<file path="src/tab_separated_line_tokenizer_assert.svh">
// Assertion macros for the tokenizer. Each clocks on clk and is disabled in reset.
`ifndef TAB_SEPARATED_LINE_TOKENIZER_ASSERT_SVH
`define TAB_SEPARATED_LINE_TOKENIZER_ASSERT_SVH
`ifndef SYNTHESIS
`define TSLT_ASSERT(lbl, cond) \
	lbl: assert property (@(posedge clk) disable iff (!arst_n) (cond)) \
		else $error("tokenizer assertion failed");
`define TSLT_ASSERT_IMP(lbl, ante, cons) \
	lbl: assert property (@(posedge clk) disable iff (!arst_n) (ante) |-> (cons)) \
		else $error("tokenizer assertion failed");
`define TSLT_ASSERT_NEXT(lbl, ante, cons) \
	lbl: assert property (@(posedge clk) disable iff (!arst_n) (ante) |=> (cons)) \
		else $error("tokenizer assertion failed");
`else
`define TSLT_ASSERT(lbl, cond)
`define TSLT_ASSERT_IMP(lbl, ante, cons)
`define TSLT_ASSERT_NEXT(lbl, ante, cons)
`endif
`endif

</file>
<file path="src/tslt_pkg.sv">
package tslt_pkg;

	localparam int LINE_BYTES  = 4096;
	localparam int FIELD_SLOTS = 16;

	localparam int POS_W = $clog2(LINE_BYTES);
	localparam int OFF_W = 12;
	localparam int FLD_W = 4;
	localparam int CNT_W = 32;

	// Effective ceiling on the field count: the slot count, but never above 16.
	localparam int FIELD_LIMIT = (FIELD_SLOTS < 16) ? FIELD_SLOTS : 16;

	localparam logic [POS_W-1:0] POS_LAST = POS_W'(LINE_BYTES - 1);

	localparam logic [7:0] BYTE_TAB   = 8'd9;
	localparam logic [7:0] BYTE_LF    = 8'd10;
	localparam logic [7:0] BYTE_SPACE = 8'd32;

	typedef enum logic [1:0] {
		STATUS_OK        = 2'd0,
		STATUS_TOO_FEW   = 2'd1,
		STATUS_TOO_LONG  = 2'd2
	} status_t;

	typedef enum logic [1:0] {
		REG_MAX_FIELDS     = 2'd0,
		REG_MIN_FIELDS     = 2'd1,
		REG_COMMENT_CHAR   = 2'd2,
		REG_COMMENT_ENABLE = 2'd3
	} reg_index_t;

endpackage

</file>
<file path="src/tab_separated_line_tokenizer.sv">
// Splits a byte stream into lines and lines into tab-separated fields.
// Input channel: byte_valid/byte_stall carry data_byte and end_of_data; a
// transaction happens at a clock edge with valid high and stall low. With
// end_of_data high the byte is ignored and any pending line is closed.
// Output channel: field_valid/field_stall carry one result per closed field:
// field_number, field_offset, field_size, line_done, status, record_number.
// Bytes that close no field produce no output transaction.
// A byte is captured in the input register, the line logic works on it
// combinationally and its result is loaded into the output register when
// the input register advances, which raises field_valid.
// Throughput: one byte per cycle when not stalled; the line state is updated by a
// single level of compare and increment logic between the two registers.
// When the receiver stalls, the output register holds its result and the
// input register still takes one more byte; after that byte_stall rises
// until the result is taken. Stall on the input depends on field_stall.
// Configuration writes (cfg_write_en, cfg_index, cfg_data) take effect at once;
// the user must make them only while the block is idle; it does not enforce this.
// Reset (arst_n low) empties both registers, restores the register defaults
// and clears the line state and the accepted line count.
module tab_separated_line_tokenizer
	import tslt_pkg::*;
(
	input  logic                   clk,
	input  logic                   arst_n,

	input  logic                   cfg_write_en,
	input  logic [1:0]             cfg_index,
	input  logic [7:0]             cfg_data,

	input  logic                   byte_valid,
	output logic                   byte_stall,
	input  logic [7:0]             data_byte,
	input  logic                   end_of_data,

	output logic                   field_valid,
	input  logic                   field_stall,
	output logic [FLD_W-1:0]       field_number,
	output logic [OFF_W-1:0]       field_offset,
	output logic [OFF_W-1:0]       field_size,
	output logic                   line_done,
	output logic [1:0]             status,
	output logic [CNT_W-1:0]       record_number
);

`include "tab_separated_line_tokenizer_assert.svh"

	// Configuration registers
	logic [4:0] max_fields_q;
	logic [4:0] min_fields_q;
	logic [7:0] comment_char_q;
	logic       comment_enable_q;

	always_ff @(posedge clk or negedge arst_n) begin
		if (!arst_n) begin
			max_fields_q     <= 5'd6;
			min_fields_q     <= 5'd3;
			comment_char_q   <= 8'd35;
			comment_enable_q <= 1'b1;
		end else if (cfg_write_en) begin
			unique case (reg_index_t'(cfg_index))
				REG_MAX_FIELDS:     max_fields_q     <= cfg_data[4:0];
				REG_MIN_FIELDS:     min_fields_q     <= cfg_data[4:0];
				REG_COMMENT_CHAR:   comment_char_q   <= cfg_data;
				REG_COMMENT_ENABLE: comment_enable_q <= cfg_data[0];
				default: ;
			endcase
		end
	end

	// Input register
	logic       valid_s1;
	logic [7:0] data_byte_s1;
	logic       end_of_data_s1;
	logic       advance;
	logic       byte_accept;

	assign advance     = valid_s1 && (!field_valid || !field_stall);
	assign byte_stall  = valid_s1 && !advance;
	assign byte_accept = byte_valid && !byte_stall;

	always_ff @(posedge clk or negedge arst_n) begin
		if (!arst_n) begin
			valid_s1 <= 1'b0;
		end else if (byte_accept) begin
			valid_s1 <= 1'b1;
		end else if (advance) begin
			valid_s1 <= 1'b0;
		end
	end

	always_ff @(posedge clk) begin
		if (byte_accept) begin
			data_byte_s1   <= data_byte;
			end_of_data_s1 <= end_of_data;
		end
	end

	// Line state
	logic [POS_W-1:0] line_pos_q;
	logic [FLD_W-1:0] cur_field_q;
	logic [POS_W-1:0] field_start_q;
	logic             lead_q;
	logic             dropping_q;
	logic [CNT_W-1:0] accepted_q;

	logic [POS_W-1:0] line_pos_d;
	logic [FLD_W-1:0] cur_field_d;
	logic [POS_W-1:0] field_start_d;
	logic             lead_d;
	logic             dropping_d;
	logic [CNT_W-1:0] accepted_d;

	logic             emit;
	logic             emit_done;
	status_t          emit_status;

	logic [4:0]       max_eff;
	logic [4:0]       min_eff;
	logic [4:0]       field_count;
	logic             terminator;
	logic             blank_drop;
	logic [POS_W-1:0] pos_inc;

	always_comb begin
		if (max_fields_q == 5'd0) begin
			max_eff = 5'd1;
		end else if (max_fields_q > 5'(FIELD_LIMIT)) begin
			max_eff = 5'(FIELD_LIMIT);
		end else begin
			max_eff = max_fields_q;
		end
		min_eff = (min_fields_q < max_eff) ? min_fields_q : max_eff;
	end

	assign field_count = {1'b0, cur_field_q} + 5'd1;
	assign terminator  = end_of_data_s1 || (data_byte_s1 == BYTE_LF);
	assign pos_inc     = line_pos_q + POS_W'(1);
	// A line of only spaces counts as a comment when comments are enabled and the marker is the line feed.
	assign blank_drop  = lead_q && comment_enable_q && (comment_char_q == BYTE_LF);

	always_comb begin
		line_pos_d    = line_pos_q;
		cur_field_d   = cur_field_q;
		field_start_d = field_start_q;
		lead_d        = lead_q;
		dropping_d    = dropping_q;
		accepted_d    = accepted_q;
		emit          = 1'b0;
		emit_done     = 1'b0;
		emit_status   = STATUS_OK;

		if (terminator) begin
			if (!dropping_q && (line_pos_q != '0) && !blank_drop) begin
				emit      = 1'b1;
				emit_done = 1'b1;
				if (field_count < min_eff) begin
					emit_status = STATUS_TOO_FEW;
				end else if (accepted_q != '1) begin
					accepted_d = accepted_q + CNT_W'(1);
				end
			end
			line_pos_d    = '0;
			cur_field_d   = '0;
			field_start_d = '0;
			lead_d        = 1'b1;
			dropping_d    = 1'b0;
		end else if (dropping_q) begin
			// Rest of a dropped line is discarded.
		end else if (line_pos_q >= POS_LAST) begin
			dropping_d  = 1'b1;
			emit        = 1'b1;
			emit_done   = 1'b1;
			emit_status = STATUS_TOO_LONG;
		end else if (lead_q && (data_byte_s1 == BYTE_SPACE)) begin
			line_pos_d    = pos_inc;
			field_start_d = pos_inc;
		end else if (lead_q && comment_enable_q && (data_byte_s1 == comment_char_q)) begin
			lead_d     = 1'b0;
			dropping_d = 1'b1;
		end else if ((data_byte_s1 == BYTE_TAB) && (field_count < max_eff)) begin
			lead_d        = 1'b0;
			emit          = 1'b1;
			cur_field_d   = cur_field_q + FLD_W'(1);
			line_pos_d    = pos_inc;
			field_start_d = pos_inc;
		end else begin
			lead_d     = 1'b0;
			line_pos_d = pos_inc;
		end
	end

	always_ff @(posedge clk or negedge arst_n) begin
		if (!arst_n) begin
			line_pos_q    <= '0;
			cur_field_q   <= '0;
			field_start_q <= '0;
			lead_q        <= 1'b1;
			dropping_q    <= 1'b0;
			accepted_q    <= '0;
		end else if (advance) begin
			line_pos_q    <= line_pos_d;
			cur_field_q   <= cur_field_d;
			field_start_q <= field_start_d;
			lead_q        <= lead_d;
			dropping_q    <= dropping_d;
			accepted_q    <= accepted_d;
		end
	end

	// Output register
	logic             field_valid_q;
	logic [FLD_W-1:0] field_number_q;
	logic [OFF_W-1:0] field_offset_q;
	logic [OFF_W-1:0] field_size_q;
	logic             line_done_q;
	logic [1:0]       status_q;
	logic [CNT_W-1:0] record_number_q;
	logic [POS_W-1:0] size_raw;

	assign size_raw = line_pos_q - field_start_q;

	always_ff @(posedge clk or negedge arst_n) begin
		if (!arst_n) begin
			field_valid_q <= 1'b0;
		end else if (advance) begin
			field_valid_q <= emit;
		end else if (!field_stall) begin
			field_valid_q <= 1'b0;
		end
	end

	always_ff @(posedge clk) begin
		if (advance && emit) begin
			field_number_q  <= cur_field_q;
			field_offset_q  <= OFF_W'(field_start_q);
			field_size_q    <= OFF_W'(size_raw);
			line_done_q     <= emit_done;
			status_q        <= emit_status;
			record_number_q <= accepted_q;
		end
	end

	assign field_valid   = field_valid_q;
	assign field_number  = field_number_q;
	assign field_offset  = field_offset_q;
	assign field_size    = field_size_q;
	assign line_done     = line_done_q;
	assign status        = status_q;
	assign record_number = record_number_q;

	`TSLT_ASSERT_IMP(a_status_only_at_line_end, field_valid && (status != STATUS_OK), line_done)
	`TSLT_ASSERT_IMP(a_stall_needs_full_input, byte_stall, valid_s1)
	`TSLT_ASSERT(a_start_within_line, field_start_q <= line_pos_q)
	`TSLT_ASSERT_NEXT(a_count_monotonic, 1'b1, accepted_q >= $past(accepted_q))

endmodule
</file>
<file path="config.mk">
export PLATFORM = sky130hd
export DESIGN_NAME = tab_separated_line_tokenizer
export DESIGN_NICKNAME = d
export VERILOG_FILES = /design/src/tslt_pkg.sv /design/src/tab_separated_line_tokenizer.sv
export VERILOG_INCLUDE_DIRS = /design/src /design/src/src
export SDC_FILE = /design/constraint.sdc
export NUM_CORES = 1
export LEC_CHECK = 0
export ABC_AREA = 1
export BUFFER_PORTS_ARGS = -buffer_cell sky130_fd_sc_hd__buf_2
export CORE_MARGIN = 2
export CORE_UTILIZATION = 64
export DETAILED_ROUTE_END_ITERATION = 7
export PLACE_DENSITY = 0.95
export SYNTH_ARGS = -nofsm -noshare
export SYNTH_HDL_FRONTEND = slang
export SYNTH_SLANG_ARGS = --single-unit
</file>
<file path="constraint.sdc">
create_clock -name clk -period 7.5 [get_ports clk]
set_input_delay 0.375 -clock clk [delete_from_list [all_inputs] [get_ports clk]]
set_output_delay 0.375 -clock clk [all_outputs]
set_load 0.005 [all_outputs]
</file>
# After elaboration in Yosys (flattened, before gate mapping)
# Cells that the tools add are included.
# totals
regBits,155
elab_cells,128
out_inout_bits,65
# op_classes
n_bitwise,1
n_lt_le_gt_ge,5
n_reduce_logical,34
mux,48
n_addsub,5
eq_ne,15
# ops
cell,count
$mux 12,11
$add 32x1->32 const B,1
$ne 32x32->1 const B,1
$mux 1,25
$eq 8x4->1 const B,3
$mux 4,6
$lt 5x5->1,3
$mux 5,3
$add 12x1->12 const B,1
$ge 12x12->1 const B,1
$reduce_bool 12->1,1
$sub 12x12->12,1
$logic_and 1x1->1,11
$reduce_and 5->1,2
$eq 8x6->1 const B,1
$eq 8x8->1,1
$reduce_and 2->1,4
$reduce_and 4->1,2
$logic_not 1->1,6
$mux 2,3
$ne 2x2->1 const B,3
$reduce_and 6->1,1
$add 4x1->5 const B,1
$gt 5x5->1 const B,1
11 further kinds,15

# Depth between registers and ports, before layout
# Gate-level depths: netlist (run 1).
# logic_depth
ltp_word,12
depth_mapped,21

# Worst setup path after synthesis (run 1)
# No wires, ideal clock.
# synth_path
kind,reg-to-reg
start,register cur_field_q[0]
end,register field_number_q[0] (netlist: field_number[0]) (enable)
setup_slack_ps,4188
path_buffers,0
setup_time_ps,417
required_ps,7083
stages_incl_launch_ff,12
arrival_time_ps,2895
path_cell_list,dfrtp_1 > ha_1 > xor2_1 > ha_1 > nand2_1 > nor2_1 > nand2_1 > nor3b_1 > nand3_1 > nand2_1 > nand2_1 > inv_1
# synth_via
elab_chain_cells,10
# synth_rtl
element,line_no,rtl
from (decl),tab_separated_line_tokenizer.sv:100,logic [FLD_W-1:0] cur_field_q;
from (signal assigned),tab_separated_line_tokenizer.sv:202,cur_field_q <= cur_field_d;
$add 4x1->5,tab_separated_line_tokenizer.sv:135,"assign field_count = {1'b0, cur_field_q} + 5'd1;"
$lt 5x5->1,tab_separated_line_tokenizer.sv:180,end else if ((data_byte_s1 == BYTE_TAB) && (field_count < max_eff)) begin
$logic_and 1x1->1,tab_separated_line_tokenizer.sv:180,
$mux 1,tab_separated_line_tokenizer.sv:180,
$mux 1,tab_separated_line_tokenizer.sv:177,end else if (lead_q && comment_enable_q && (data_byte_s1 == comment_char_q)) begin
$mux 1,tab_separated_line_tokenizer.sv:174,end else if (lead_q && (data_byte_s1 == BYTE_SPACE)) begin
$mux 1,tab_separated_line_tokenizer.sv:169,end else if (line_pos_q >= POS_LAST) begin
$mux 1,tab_separated_line_tokenizer.sv:167,end else if (dropping_q) begin
$mux 1,tab_separated_line_tokenizer.sv:152,if (terminator) begin
$logic_and 1x1->1,tab_separated_line_tokenizer.sv:233,if (advance && emit) begin
to (signal assigned),tab_separated_line_tokenizer.sv:234,field_number_q <= cur_field_q;
to (decl),tab_separated_line_tokenizer.sv:212,logic [FLD_W-1:0] field_number_q;
# No other way between the ends.
# A chain may end at the register's enable or synchronous reset.

# Worst setup path after layout (run 1)
# layout_path
start,register max_fields_q[4]
end,register accepted_q[4]
# layout_via
elab_chain_cells,8
word_cells_on_any_way,9
# layout_rtl
element,line_no,rtl
from (decl),tab_separated_line_tokenizer.sv:48,logic [4:0] max_fields_q;
from (signal assigned),tab_separated_line_tokenizer.sv:61,REG_MAX_FIELDS: max_fields_q <= cfg_data[4:0];
$gt 5x5->1,tab_separated_line_tokenizer.sv:127,end else if (max_fields_q > 5'(FIELD_LIMIT)) begin
$mux 5,tab_separated_line_tokenizer.sv:127,
$mux 5 (*),tab_separated_line_tokenizer.sv:125,if (max_fields_q == 5'd0) begin
$lt 5x5->1,tab_separated_line_tokenizer.sv:132,min_eff = (min_fields_q < max_eff) ? min_fields_q : max_eff;
$mux 5 (*),tab_separated_line_tokenizer.sv:132,
$lt 5x5->1 (*),tab_separated_line_tokenizer.sv:156,if (field_count < min_eff) begin
$not 1->1 (no line) (*),--,
$reduce_and 5->1 (no line) (*),--,
to (signal assigned),tab_separated_line_tokenizer.sv:206,accepted_q <= accepted_d;
to (decl),tab_separated_line_tokenizer.sv:104,logic [CNT_W-1:0] accepted_q;
# Mark *: on every way between the ends. The rest lies on a longest branch, timed or not.

==> results of run 1 <==
==> kinds of logic after synthesis <==
logic type                 share of synthesized area
xor gates and xnor gates                     0.04001
and+or+nand+nor                               0.2592
AOI/OAI and AO/OA                            0.06271
DFF                                           0.5247
adders and majority gates                    0.04418
buffers and inverters                        0.06781
muxes                                       0.001390
==> final timing paths <==
| path | startpoint | to | slack [ps] | depth (start not counted) |
|---|---|---|---|---|
| setup / recovery | max_fields_q[4] | accepted_q[4] | 3760 | 18 |
| hold / removal | arst_n | accepted_q[16] | 120 | 1 |
| setup reg to reg | max_fields_q[4] | accepted_q[4] | 3760 | 18 |
| hold reg to reg | field_start_q[4] | field_offset[4] | 480 | 0 |
| max in group asynchronous | arst_n | accepted_q[7] | 6700 | 1 |
| min in group clk | data_byte[4] | data_byte_s1[4] | 130 | 1 |
==> critical path: cells and delay by family, from the launching register on <==
| kind | cells | cell delay [ps] |
|---|---|---|
| flops | 1 | 410 |
| fa+ha+maj | 2 | 600 |
| simple gates | 10 | 1400 |
| compound gates | 3 | 510 |
| buf+inv | 3 | 680 |
==> placed cells by master (no fill, tap or decap), drive strengths merged, types with 27 or more instances in the layout <==
master,n
buf,90
dfrtp,74
edfxtp,72
ha,27
inv,108
nand2,235
nand3,55
nand4,43
nor2,77
o21ai,49
==> routing by layer <==
metal / wire length (um) / vias to the layer above / GRT usage
met5: 0 / - / 0
met4: 654 / 0 / 0.1484
met3: 1099 / 70 / 0.05864
met2: 8527 / 295 / 0.4492
met1: 7160 / 3028 / 0.3435
li1: - / 3133 / -
==> final cells by class <==
type | count | share of cell area
Clock inverter | 15 | 0.02203
Clock buffer | 17 | 0.04595
Multi-Input combinational cell | 598 | 0.3565
Sequential cell | 155 | 0.4591
Timing Repair Buffer | 90 | 0.04946
Inverter | 108 | 0.04378
Tap cell | 172 | 0.02324
==> synthesized netlist by cell type (4+ instances only) <==
| cell type | number | area share |
|---|---|---|
| nor3b_1 | 5 | 0.0046 |
| nor2_1 | 69 | 0.032 |
| a22oi_1 | 4 | 0.0037 |
| inv_1 | 106 | 0.049 |
| nand4_1 | 42 | 0.032 |
| o21ai_0 | 27 | 0.017 |
| buf_6 | 5 | 0.0070 |
| dfstp_2 | 9 | 0.029 |
| xnor2_1 | 13 | 0.014 |
| o21ai_2 | 19 | 0.021 |
| nor2_4 | 4 | 0.0056 |
| nand3_1 | 51 | 0.032 |
| dfrtp_1 | 74 | 0.23 |
| nand2_1 | 222 | 0.10 |
| buf_2 | 6 | 0.0037 |
| edfxtp_1 | 72 | 0.27 |
| ha_1 | 27 | 0.042 |
| buf_4 | 4 | 0.0037 |
| nor3_1 | 25 | 0.015 |
| nand3b_1 | 4 | 0.0037 |
| nor4_1 | 5 | 0.0039 |
| xor2_1 | 24 | 0.026 |
| a21oi_1 | 15 | 0.0093 |
| nand2_2 | 11 | 0.0085 |
==> registers in the layout (all words and copies together) (netlist names) <==
name              flops
line_done             1
field_size           12
accepted_q           32
cur_field_q           4
data_byte_s1          8
min_fields_q          5
dropping_q            1
field_start_q        12
max_fields_q          5
line_pos_q           12
valid_s1              1
field_number          4
comment_enable_q      1
lead_q                1
end_of_data_s1        1
field_valid           1
comment_char_q        8
field_offset         12
status                2
record_number        32
==> power breakdown <==
group | leakage (nW) | switching (mW) | internal (mW) | total [mW]
Clock | 0.313 | 0.331 | 0.584 | 0.914
Combinational | 2.16 | 0.441 | 0.228 | 0.669
Sequential | 1.77 | 0.0740 | 1.03 | 1.11
Total | 4.24 | 0.846 | 1.84 | 2.69
==> results_dict.tcl, run 1 <==
set metrics [dict create \
    first_global_vias 6198 \
    p_leak_nw 4.244 \
    hp-class "in -> async" \
    tns_ps 0 \
    critPathLaunchType "flip-flop" \
    syn_inst 879 \
    ys.flop_type "dfrtp_1" \
    crit_chain "inv_1, nand2_1, ha_1, a21oi_1, o21a_1, nand2_1, inv_1, nor2_1, o21bai_1, ha_1, nand2_1, nor2_1, nand2_1, nand2_1, buf_4, nand3_2, nand2_1, nand2_1" \
    clock_path_buffers 2 \
    status "finished, final reports clean" \
    critPathKind "reg -> reg" \
    ios 89 \
    grt_max_degree 84 \
    avgSynthCellArea_sq_um 9.215 \
    relSlewSlack 0.3064 \
    grt_pass1_wl_um 28520 \
    antenna_found_initial 0 \
    die_area_sq_um 13570 \
    io_buffer_count 88 \
    skew_ps 10.21 \
    period_share 0.4993 \
    final_core_util 0.7427 \
    ys_ff_latch 155 \
    syn2layout_area_growth_pct 14.30 \
    end_kind "flip-flop" \
    netlist_area_sq_um 8100 \
    crit_fanout 45 \
    clock-root-buffer "clkbuf_16" \
    maxCapViolCount 0 \
    max_freq_ghz 0.2670 \
    powerDensity_nw_per_um2 290.5 \
    setup_viol 0 \
    p_total_mw 2.690 \
    cts_buffers 17 \
    synth_fp_nets 931 \
    gp_congestion 0.9599 \
    dpl_cell_area_sq_um 8630 \
    cts_resized 0 \
    ctsHoldBuffers 0 \
    numClockSinks 155 \
    post-route-cell-area_sq_um 9259 \
    finalHoldViolations 0 \
    start_util 0.6498 \
    multi_input_area_sq_um 3301 \
    yosysUniqueCellTypes 46 \
    regArea_sq_um 4250 \
    drc 0 \
    vias_per_cell 5.650 \
    holdWs_ps 122.5 \
    wl_per_cell_um 15.10 \
    setup_ws_ps 3755 \
    crit_path_frequent_cell "nand2_1" \
    place_inst 1123 \
    cts_setup_buffers 0 \
    drive_gt1_frac 0.1831 \
    rsz0062_at_grt "false" \
    die_x_um 116.5 \
    worst_path_max_delay_cell "nand3_2" \
    dieHeight_um 116.5 \
    slowest_delay_ps 460 \
    dp_slack_ps 3879 \
    diodes 0 \
    cts.htree.levels 4 \
    overflow 0 \
    final_max_slew_viol_count 0 \
    synthArstFlopShare 0.5355 \
    wirelength_um 17440 \
    core_sq_um 12470 \
    worst_pin_slew_ps 1040 \
    grtUsageTotal 0.2744 \
    filler_cell_count 817 \
    rows 41 \
    clkTransAtPathRegs_ps 60 \
    arrival_ps 4040 \
    clkLatencyLatePin_ps 430 \
    first_pass_iters 6 \
    num_vias 6526 \
    dp_hpwl_um 11290 \
    cts_tree "done" \
    ys_warn_count 0 \
    synth_edf_count 72 \
    drt_iter0_drc 694 \
    period_minus_slack_ps 3745 \
    seq_area_frac_synth 0.5247 \
    finalNetCount 1022 \
    max-vdd-ir-drop_v 0.0001933 \
    ant_nets 0 \
    finalNonFillerCells 1155 \
    required_ps 7790 \
]
(Power assumes the default switching activity.)
==> run 2: changes to the inputs <==
CORE_UTILIZATION = 53   (was 64)
PLACE_DENSITY = 0.86   (was 0.95)
clock period = 3.4 ns   (was 7.5 ns; I/O delays follow)
==> run 2 against run 1 <==
Against the previous run: final cell count rose by 3.0%; clock skew barely moved; global-route usage fell by 5.6 points; design area rose by 1.8%; maximum frequency rose by 18%; sequential cell count did not move; largest power group unchanged.
==> results_dict.tcl, run 2 (same netlist as run 1, synthesis figures left out) <==
set metrics [dict create \
    status "finished, final reports clean" \
    end_kind "flip-flop" \
    r2r_setup_slack_ps 240 \
    overflow 0 \
    die_area_sq_um 16290 \
    finalNetCount 1041 \
    first_pass_iters 7 \
    io_buffer_count 88 \
    drc 0 \
    final_common_cell "nand2_1" \
    place_inst 1142 \
    cts_buffers 17 \
    min_delay_worst_endpoint "comment_enable_q" \
    worst_pin_slew_ps 869.9 \
    drive_gt1_frac 0.1826 \
    max_freq_ghz 0.3164 \
    core_sq_um 15090 \
    numClockSinks 155 \
    period_minus_slack_ps 3161 \
    regArea_sq_um 4250 \
    grtUsageTotal 0.2187 \
    rsz0062_at_grt "false" \
    clock-root-buffer "clkbuf_16" \
    vias_per_cell 5.382 \
    max-vdd-ir-drop_v 0.0004229 \
    setup.worst_path.start "max_fields_q[2]" \
    grt_max_degree 68 \
    cts_tree "done" \
    gp_congestion 0.8759 \
    maxCapViolCount 0 \
    hp-start "cfg_index[0]" \
    cts.htree.levels 4 \
    period_share 0.9296 \
    grt_pass1_wl_um 28520 \
    cts_setup_buffers 0 \
    ios 89 \
    finalNonFillerCells 1190 \
    multi_input_area_sq_um 3311 \
    p_total_mw 5.791 \
    r2r_start "max_fields_q[2]" \
    arrival_ps 3480 \
    clock_path_buffers 2 \
    start_util 0.5368 \
    first_global_vias 6056 \
    syn2layout_area_growth_pct 16.40 \
    critPathLaunchType "flip-flop" \
    required_ps 3720 \
    worstRegToRegCells 19 \
    hp-class "in -> reg" \
    tns_ps 0 \
    filler_cell_count 1241 \
    wl_per_cell_um 14.28 \
    timing.rr.end "accepted_q[4]" \
    diodes 0 \
    num_vias 6404 \
    skew_ps 9.825 \
    dp_hpwl_um 11610 \
    drt_iter0_drc 424 \
    p_leak_nw 4.280 \
    powerDensity_nw_per_um2 614.1 \
    final_max_slew_viol_count 0 \
    clkLatencyLatePin_ps 430 \
    clkTransAtPathRegs_ps 60 \
    rows 45 \
    relSlewSlack 0.4201 \
    antenna_found_initial 0 \
    wirelength_um 17000 \
    ant_nets 0 \
    dieHeight_um 127.6 \
    critPathKind "reg -> reg" \
    holdPathStages 3 \
    die_x_um 127.6 \
    finalHoldViolations 0 \
    setup_viol 0 \
    holdWs_ps 15.96 \
    crit_fanout 43 \
    final_cell_mix "222 x nand2_1, 104 x inv_1, 87 x buf_2" \
]
run 2: repair_timing:
action                                  in CTS  in global routing
hold buffers                                16                  0
endpoints found under the setup margin       0                 32
endpoints found under the hold margin       78                  0
resized for setup                            0                  7
run 2: routing by layer:
| layer | share of wire | vias up | GRT usage |
|---|---|---|---|
| met5 | 0 | - | 0 |
| met4 | 0.029 | 0 | 0.09567 |
| met3 | 0.048 | 45 | 0.04229 |
| met2 | 0.49 | 205 | 0.3608 |
| met1 | 0.44 | 2987 | 0.2829 |
| li1 | - | 3167 | - |
run 2: critical path: stages, from the launching register on:
cell	delay, ps
dfstp_2	560
nor2_1	50
nand2_1	80
nand2_1	60
nand2_1	90
ha_1	230
nand2_1	70
o21a_1	160
nand2_1	100
inv_1	130
nor2_2	70
a22oi_1	180
ha_1	280
a21oi_1	150
nor2_1	50
a211oi_1	160
nand2_1	190
buf_12	230
nand4_1	100
nand2_1	70
run 2: where the power goes:
part           switching, mW  internal [mW]
clock network          0.750           1.07
logic                  0.973          0.557
registers              0.162           2.28
total                   1.89           3.91
run 2: through the flow:
stage,util,cell area [sq um],worst slack [ps]
after floorplan,-,8100,87.68
after global placement,0.5755,8685,372.6
after detailed placement,0.5755,8685,183.1
after CTS,0.6234,9407,158.1
after global routing,0.6249,9429,21.94
final,0.6249,9429,239.3
run 2: layout make-up:
class                      count  area share
clock buffer                  20     0.04631
tap                          188     0.02495
sequential                   155      0.4508
multi-input combinational    598      0.3511
inverter                     108     0.04299
timing repair buffer         109     0.07059
clock inverter                12     0.01327
run 2: how the worst max path moves through the flow:
stage,to,slack (ps),depth (start not counted)
floorplan,field_number[0],90,11
global placement,accepted_q[25],370,17
detailed placement,accepted_q[8],180,18
CTS,accepted_q[8],160,18
global route,accepted_q[8],20,20
finish,accepted_q[4],240,19
==> run 3: changes to the inputs <==
BUFFER_PORTS_ARGS = not set   (was -buffer_cell sky130_fd_sc_hd__buf_2)
CORE_UTILIZATION = 58   (was 53)
DONT_BUFFER_PORTS = 1   (was not set)
MAX_ROUTING_LAYER = met4   (was not set)
==> run 3 against run 2 <==
Against the previous run: final cell count decreased by 7.1%; count of clock-buffer cells in the layout decreased by 2; clock skew decreased by 3.5 ps.
==> results_dict.tcl, run 3 (same netlist as run 1, synthesis figures left out) <==
set metrics [dict create \
    post-route-cell-area_sq_um 9208 \
    start_util 0.5881 \
    cts_tree "done" \
    finalNetCount 964 \
    worst_pin_slew_ps 505.3 \
    cts_buffers 17 \
    numClockSinks 155 \
    io_buffer_count 0 \
    crit_chain "nor2_1, nand2_1, nand2_1, nand2_1, ha_1, nand2_1, o21a_1, nand2_1, inv_2, nor2_4, a22oi_1, ha_1, a21oi_1, nor2_1, a211oi_2, nand2_2, buf_8, nand3_1, nand2_1, nand2_1" \
    arrival_ps 3490 \
    finalHoldViolations 0 \
    required_ps 3770 \
    skew_ps 6.356 \
    finalNonFillerCells 1105 \
    period_minus_slack_ps 3122 \
    drc 0 \
    dpl_cell_area_sq_um 8252 \
    first_global_vias 5833 \
    crit_path_frequent_cell "nand2_1" \
    final_common_cell "nand2_1" \
    period_share 0.9182 \
    rsz0062_at_grt "false" \
    maxCapViolCount 0 \
    num_vias 6093 \
    wl_per_cell_um 15.25 \
    core_sq_um 13770 \
    powerDensity_nw_per_um2 655.1 \
    end_kind "flip-flop" \
    grt_max_degree 84 \
    dieHeight_um 122.2 \
    final_cell_mix "221 x nand2_1, 104 x inv_1, 74 x dfrtp_1" \
    diodes 0 \
    max_freq_ghz 0.3203 \
    grt_pass1_wl_um 27790 \
    tns_ps 0 \
    vias_per_cell 5.514 \
    max-vdd-ir-drop_v 0.0004041 \
    die_x_um 122.2 \
    clock-root-buffer "clkbuf_16" \
    first_pass_iters 6 \
    hp-class "in -> reg" \
    worst_path_max_delay_cell "dfstp_2" \
    clock_path_buffers 2 \
    rows 43 \
    syn2layout_area_growth_pct 13.67 \
    clkTransAtPathRegs_ps 60 \
    grtUsageTotal 0.2464 \
    die_area_sq_um 14930 \
    critPathKind "reg -> reg" \
    holdWs_ps 91.61 \
    drt_iter0_drc 452 \
    slowest_delay_ps 570 \
    ant_nets 0 \
    status "finished, final reports clean" \
    critPathLaunchType "flip-flop" \
    antenna_found_initial 0 \
    drive_gt1_frac 0.1124 \
    p_leak_nw 4.034 \
    ios 89 \
    clkLatencyLatePin_ps 440 \
    setup_viol 0 \
    wirelength_um 16850 \
    cts.htree.levels 4 \
    place_inst 1047 \
    dp_hpwl_um 11520 \
    relSlewSlack 0.6595 \
    overflow 0 \
    filler_cell_count 1060 \
    final_max_slew_viol_count 0 \
    crit_fanout 23 \
    gp_congestion 0.9449 \
]
run 3: changes by cell type in the layout (fill, tap and decap cells not counted), sizes merged:
cell,before,now
nand3,55,56
buf,93,8
dlygate4sd3,16,23
inv,108,111
clkinvlp,4,2
clkinv,6,4
bufinv,2,5
clkbuf,20,18
run 3: worst paths after layout:
path	from	endpoint	slack [ps]	cells past startpoint
max in group asynchronous	arst_n	comment_enable_q	2740	2
worst max-delay path	max_fields_q[2]	accepted_q[20]	280	20
worst max register to register	max_fields_q[2]	accepted_q[20]	280	20
worst min register to register	cur_field_q[3]	field_number[3]	480	0
worst min-delay path	cfg_write_en	max_fields_q[1]	90	2
min in group asynchronous	arst_n	accepted_q[14]	290	2
run 3: repair_timing:
item | in CTS | in global routing
hold buffers | 24 | 0
buffers inserted | 0 | 1
setup endpoints to repair | 0 | 32
gates resized for setup | 0 | 9
endpoints found under the hold margin | 113 | 0
run 3: report_power, final:
group | leakage [nW] | internal (mW) | switching, mW
clock network | 0.309 | 1.31 | 0.768
registers | 1.77 | 2.28 | 0.186
logic | 1.96 | 0.544 | 0.950
run 3: cell type report:
class	instances	area, sq um	share of cell area
timing repair buffer	31	346.6	0.03764
sequential	155	4250	0.4616
clock buffer	18	429.2	0.04661
clock inverter	14	217.7	0.02364
inverter	108	405.4	0.04403
multi-input combinational	599	3333	0.3620
tap	180	225.2	0.02446
run 3: worst max-delay path, delay by kind of cell (launching register included):
family          cells  cell delay [ps]
fa+ha+maj           2              510
compound gates      4              650
buf+inv             2              330
flops               1              570
simple gates       12             1010
run 3: per-layer routing:
metal	wire length (um)	track usage
met5	0	-
met4	351	0.08980
met3	781	0.05712
met2	8158	0.3844
met1	7560	0.3169
run 3: metrics by stage:
| step | worst slack [ps] | utilization | power (mW) |
|---|---|---|---|
| 2_1_floorplan | 87.68 | - | 3.548 |
| 3_5_place_dp | 131.9 | 0.5991 | 3.857 |
| 5_1_grt | 2.308 | 0.6685 | 6.347 |
| 3_3_place_gp | 315.0 | 0.5991 | 3.778 |
| 6_report | 278.0 | 0.6685 | 6.032 |
| 4_1_cts | 97.82 | 0.6648 | 5.965 |
